### config.mk
export PLATFORM = sky130hd
export DESIGN_NAME = ppp_control
export DESIGN_NICKNAME = d
export VERILOG_FILES = /design/src/ppp_pkg.sv /design/src/ppp_control.sv
export SDC_FILE = /design/constraint.sdc
export NUM_CORES = 1
export LEC_CHECK = 0
export ABC_AREA = 1
export BUFFER_PORTS_ARGS = -buffer_cell sky130_fd_sc_hd__buf_4
export CORE_MARGIN = 10
export CORE_UTILIZATION = 28
export DETAILED_ROUTE_END_ITERATION = 8
export PLACE_DENSITY = 0.91
export SYNTH_ARGS = -nofsm -noshare
export SYNTH_HDL_FRONTEND = slang
export SYNTH_SLANG_ARGS = --single-unit
export TNS_END_PERCENT = 20
### constraint.sdc
create_clock -name aclk -period 1.8 [get_ports aclk]
set_input_delay 0.09 -clock aclk [delete_from_list [all_inputs] [get_ports aclk]]
set_output_delay 0.09 -clock aclk [all_outputs]
set_load 0.005 [all_outputs]
### src/ppp_pkg.sv
// types, codes and constants shared by the pinhole projection block
// no dependencies
package ppp_pkg;

    typedef struct packed {
        logic [1:0]         operation;
        logic [3:0]         word_index;
        logic signed [31:0] word_value;
        logic signed [31:0] point_x;
        logic signed [31:0] point_y;
        logic signed [31:0] point_z;
        logic               last_point;
    } ppp_in_t;

    typedef struct packed {
        logic signed [31:0] pixel_u;
        logic signed [31:0] pixel_v;
        logic [1:0]         status;
        logic               end_of_landmark;
    } ppp_out_t;

    localparam logic [1:0] OP_SENSOR   = 2'd0;
    localparam logic [1:0] OP_LANDMARK = 2'd1;
    localparam logic [1:0] OP_SCALE    = 2'd2;
    localparam logic [1:0] OP_PROJECT  = 2'd3;

    localparam logic [1:0] ST_OK     = 2'd0;
    localparam logic [1:0] ST_BEHIND = 2'd1;
    localparam logic [1:0] ST_OUT    = 2'd2;
    localparam logic [1:0] ST_ZERO   = 2'd3;

    localparam logic [2:0] REG_FX = 3'd0;
    localparam logic [2:0] REG_FY = 3'd1;
    localparam logic [2:0] REG_CX = 3'd2;
    localparam logic [2:0] REG_CY = 3'd3;
    localparam logic [2:0] REG_SK = 3'd4;
    localparam logic [2:0] REG_W  = 3'd5;
    localparam logic [2:0] REG_H  = 3'd6;
    localparam logic [2:0] REG_MD = 3'd7;

    typedef struct packed {
        logic       load_point;  // capture input point
        logic       scale_step;  // p[sel] = sat(floor(x*scale))
        logic       row_start;   // acc = translation of row
        logic       mac;         // acc += floor(m*p)
        logic       row_end;     // dst[row] = sat(acc)
        logic       pose_sel;    // 0 landmark, 1 sensor
        logic [1:0] row;
        logic [1:0] col;
        logic       num_start;   // build numerator (0 u, 1 v)
        logic       num_v;
        logic       div_start;
        logic       finish;      // compute status and result
    } ppp_cmd_t;

    typedef struct packed {
        logic div_busy;
        logic fail;
    } ppp_sts_t;

endpackage

### src/ppp_control.sv
// sequencer for the projection: scale, two transforms, two divides, result
// depends on ppp_pkg
module ppp_control (
    input  logic                  aclk,
    input  logic                  aresetn,
    input  logic                  s_valid,
    output logic                  s_ready,
    input  ppp_pkg::ppp_in_t      s_item,
    output logic                  load_word,
    output ppp_pkg::ppp_cmd_t     cmd,
    input  ppp_pkg::ppp_sts_t     sts,
    output logic                  m_valid,
    input  logic                  m_ready
);
    import ppp_pkg::*;

    localparam logic [2:0] S_IDLE  = 3'd0;
    localparam logic [2:0] S_SCALE = 3'd1;
    localparam logic [2:0] S_XFORM = 3'd2;
    localparam logic [2:0] S_NUM   = 3'd3;
    localparam logic [2:0] S_DIV   = 3'd4;
    localparam logic [2:0] S_FIN   = 3'd5;

    logic [2:0] state_reg, state_next;
    logic [1:0] row_reg, row_next, col_reg, col_next;
    logic [1:0] ph_reg, ph_next;   // row phase: start, three macs, end
    logic pose_reg, pose_next, nv_reg, nv_next, drop_reg, drop_next;
    logic last_reg, last_next;
    logic mv_reg, mv_next;
    logic acc;

    assign s_ready   = (state_reg == S_IDLE) && !mv_reg;
    assign acc       = s_valid && s_ready;
    assign load_word = acc && (s_item.operation != OP_PROJECT);
    assign m_valid   = mv_reg;

    always_comb begin
        state_next = state_reg;
        row_next = row_reg; col_next = col_reg; ph_next = ph_reg;
        pose_next = pose_reg; nv_next = nv_reg; drop_next = drop_reg;
        last_next = last_reg;
        mv_next = mv_reg && !m_ready;
        cmd = '0;
        cmd.row = row_reg;
        cmd.col = col_reg;
        cmd.pose_sel = pose_reg;
        cmd.num_v = nv_reg;
        case (state_reg)
            S_IDLE: begin
                if (acc && s_item.operation == OP_PROJECT) begin
                    if (drop_reg) begin
                        if (s_item.last_point) drop_next = 1'b0;
                    end else begin
                        cmd.load_point = 1'b1;
                        last_next  = s_item.last_point;
                        col_next   = 2'd0;
                        state_next = S_SCALE;
                    end
                end
            end
            S_SCALE: begin
                cmd.scale_step = 1'b1;
                if (col_reg == 2'd2) begin
                    col_next = 2'd0; row_next = 2'd0; ph_next = 2'd0;
                    pose_next = 1'b0;
                    state_next = S_XFORM;
                end else col_next = col_reg + 2'd1;
            end
            S_XFORM: begin
                if (ph_reg == 2'd0) begin
                    cmd.row_start = 1'b1;
                    ph_next = 2'd1; col_next = 2'd0;
                end else if (ph_reg == 2'd1) begin
                    cmd.mac = 1'b1;
                    if (col_reg == 2'd2) ph_next = 2'd2;
                    else col_next = col_reg + 2'd1;
                end else begin
                    cmd.row_end = 1'b1;
                    ph_next = 2'd0;
                    if (row_reg == 2'd2) begin
                        row_next = 2'd0;
                        if (pose_reg) begin
                            nv_next = 1'b0;
                            state_next = S_NUM;
                        end else pose_next = 1'b1;
                    end else row_next = row_reg + 2'd1;
                end
            end
            S_NUM: begin
                cmd.num_start = 1'b1;
                state_next = S_DIV;
                ph_next = 2'd0;
            end
            S_DIV: begin
                if (ph_reg == 2'd0) begin
                    cmd.div_start = 1'b1;
                    ph_next = 2'd1;
                end else if (ph_reg == 2'd1) begin
                    ph_next = 2'd2;   // let busy rise
                end else if (!sts.div_busy) begin
                    if (nv_reg) state_next = S_FIN;
                    else begin
                        nv_next = 1'b1;
                        state_next = S_NUM;
                    end
                end
            end
            S_FIN: begin
                cmd.finish = 1'b1;
                if (sts.fail && !last_reg) drop_next = 1'b1;
                mv_next = 1'b1;
                state_next = S_IDLE;
            end
            default: state_next = S_IDLE;
        endcase
    end

    always_ff @(posedge aclk) begin
        if (!aresetn) begin
            state_reg <= S_IDLE;
            row_reg <= '0; col_reg <= '0; ph_reg <= '0;
            pose_reg <= 1'b0; nv_reg <= 1'b0; drop_reg <= 1'b0;
            last_reg <= 1'b0; mv_reg <= 1'b0;
        end else begin
            state_reg <= state_next;
            row_reg <= row_next; col_reg <= col_next; ph_reg <= ph_next;
            pose_reg <= pose_next; nv_reg <= nv_next; drop_reg <= drop_next;
            last_reg <= last_next; mv_reg <= mv_next;
        end
    end

endmodule

==> impl_metrics.csv <==
group,metric,value,unit
outcome,status,"completed",
clock_tree,cts.sinks,14,
synthesis,ys_ff_latch,14,
timing,rsz0062_at_grt,"no",
worst_setup_path,arrival,1.55,ns
placement,place_congestion,0.9278,
layout,drive_gt1_share,25.97,%
synthesis,syn_nets,299,
worst_setup_path,slowest_stage,"dfxtp_1",
timing,final.setup.tns,0,ns
worst_setup_path,reg2reg_depth,9,
route,wl_per_cell,10.91,um
route,dr.pass1.iters,4,
global_route,grt_pass1_vias,982,
power_and_ir_drop,leakage,0.5902,nW
synthesis,yosys_warnings,0,
worst_setup_path,path_delay_family,"simple AND/OR/NAND/NOR gates",
synthesis,yosys_most_used_dff,"dfxtp_1",
worst_setup_path,r2r_start,"state_reg[1]",
worst_setup_path,cp.required,1.71,ns
layout,largest_register_ff_count,3,
clock_tree,cts-htree-levels,1,
power_and_ir_drop,p_seq_share,29.5,%
clock_tree,cts_buffers,3,
synthesis,syn_inst,155,
synthesis,synth_top_area_share,29.20,%
floorplanning,die_x,78.55,um
synthesis,synthTopCellsByCount,"nand2_1, inv_1, nor2_1",
timing,finalMaxSlewViolations,0,
floorplanning,dieHeight,78.55,um
timing,relSlewSlack,80.35,%
global_route,overflow,0,
worst_setup_path,end_kind,"output pin",
floorplanning,initial_core_util,28.76,%
synthesis,synth_seq_area_share,29.20,%
layout,nNetsFinal,327,
power_and_ir_drop,intPower,0.8076,mW
synthesis,synth-edff-count,0,
power_and_ir_drop,swShare,49.18,%
min_path,holdPathStages,3,
timing,setup_viol,0,
min_path,min_path_type,"in -> reg",
worst_setup_path,path_buf_inv,2,
synthesis,netlist_area,959.7,um2
layout,antenna_cells,0,
clock_tree,cts_resized,0,
layout,design_area,0.001212,mm2
clock_tree,cts_tree,"yes",
synthesis,synth_top_area_cell,"dfxtp_1",
timing,finClkSkew,0.006432,ns
floorplanning,std_cell_rows,21,
synthesis,asyncSetResetFlopFracSynth,0,%
global_route,grt_pass1_wl,4.133,mm
route,postRouteAntennaNets,0,
route,drc,0,
power_and_ir_drop,powerDensity,1311,mW/mm2
power_and_ir_drop,clockPowerShare,11.3,%
placement,postPlaceCellArea,0.001190,mm2
run,maxCapViolations,0,
worst_setup_path,path_max_fanout,6,
power_and_ir_drop,peakVddDrop,496.8,uV
floorplanning,dieArea,0.006169,mm2
placement,hpwlAfterDp,2.027,mm
clock_tree,clk_pin_slew,0.08,ns
worst_setup_path,criticalPathCategory,"reg -> out",
timing,finalCritPeriodShare,90.84,%
synthesis,ys_types,23,
clock_tree,clk_latency,0.28,ns
clock_tree,postCtsHoldBufs,0,
worst_setup_path,regToRegSetupSlack,0.30,ns
global_route,grt_usage,7.933,%
worst_setup_path,path_depth,8,
route,drt-vias-per-instance,4.604,
route,routed_wl,2.477,mm
timing,worst_pin_slew,0.2944,ns
timing,period_needed,1.635,ns
clock_tree,cts_setup_buffers,0,
floorplanning,ioPinCount,158,
worst_setup_path,setup.worst_path.start,"state_reg[1]",
timing,fin_ws,0.1649,ns
worst_setup_path,critPathLaunchType,"flip-flop",
timing,hold_viol,0,
min_path,hold_start,"m_ready",
placement,post-place-ws,0.3380,ns
route,initialDrtViolationCount,54,
placement,port_buffers,25,
power_and_ir_drop,switchingPower,0.7814,mW
floorplanning,coreArea,0.003337,mm2
worst_setup_path,cpPeakStageDelay,0.40,ns
route,vias,1045,
clock_tree,clockBufferDepth,2,
synthesis,syn-mean-instance-area,6.191,um2
synthesis,synth.area.top_cells,"dfxtp_1, nand2_1, inv_1",
worst_setup_path,crit_path_cell_trace,"nor2_2, nand2_2, nor2_2, nand2_1, nor2_1, nand2_1, inv_1, buf_4",
synthesis,yosysMostFrequentCell,"nand2_1",
global_route,grt_max_degree,9,
layout,areaGrowthSynthToFinish,26.34,%
timing,max_freq,0.6116,GHz
power_and_ir_drop,combPwrFrac,59.3,%
global_route,antenna_found_initial,0,
clock_tree,clockRootBuffer,"clkbuf_4",
-- final cells by class --
class                           instances  area (um2)
Inverter                               24       90.09
Clock buffer                            3       22.52
Tap cell                               46       57.56
Timing Repair Buffer                   25       187.7
Sequential cell                        14       280.3
Multi-Input combinational cell        115       574.3
Fill cell                             373        2125
-- stage by stage --
stage / instances / power (mW) / hold WS [ns] / util [%]
3_3_place_gp: 224 / 1.386 / 0.3625 / 35.66
5_1_grt: 227 / 1.767 / 0.07019 / 36.33
2_1_floorplan: 155 / 1.126 / 0.2104 / -
4_1_cts: 227 / 1.599 / 0.06877 / 36.33
3_5_place_dp: 224 / 1.412 / 0.3648 / 35.66
6_report: 227 / 1.589 / 0.07211 / 36.33
-- worst paths after layout --
check,endpoint
worst max-delay path,cmd[13]
worst min-delay path,m_valid
worst min register to register,last_reg
worst max register to register,state_reg[1]
-- tightest hold or removal path, cell delays in order --
cell     delay (ns)
buf_4          0.07
or2_2          0.09
a21oi_1        0.05
-- cells by family (layout without fill, tap and decap cells) --
family                   Yosys count  after routing  share of synthesized area [%]
AO/OA/AOI/OAI                     25             25                          13.82
adder cells (fa/ha/maj)            3              3                          3.912
buffers and inverters             26             52                          10.95
flip-flops                        14             14                          29.20
AND/OR/NAND/NOR                   87             87                          42.11
-- per-layer routing --
metal  vias up  share of wire, %  track usage, %
met3         2               8.3           3.872
met5         -                 0               0
met2        34                50           13.90
met4         0              0.28           1.613
met1       461                41           8.447
li1        548                 -               -
-- power groups by stage --
stage	Clock, mW	Combinational [mW]	Sequential (mW)
floorplan	0	0.667	0.459
global placement	0	0.915	0.471
detailed placement	0	0.938	0.474
CTS	0.186	0.946	0.468
global route	0.197	1.09	0.480
finish	0.179	0.942	0.468
-- layout by cell type, fill, tap and decap left out --
cell type,instances
a31oi_1,2
or2_2,1
inv_1,20
a41oi_1,1
nor2_2,7
o21ai_1,3
buf_4,25
nor2_1,16
nand3_2,2
inv_2,4
nand2_4,1
nand3b_1,1
a21oi_1,13
o22ai_1,1
ha_1,3
dfxtp_1,14
clkbuf_4,3
o21ai_0,5
nand4_1,1
nand2_1,41
nor2_4,1
nor3_1,2
nand3_1,11
nand2_2,3
Note: power is estimated with default switching activity, not from simulation.
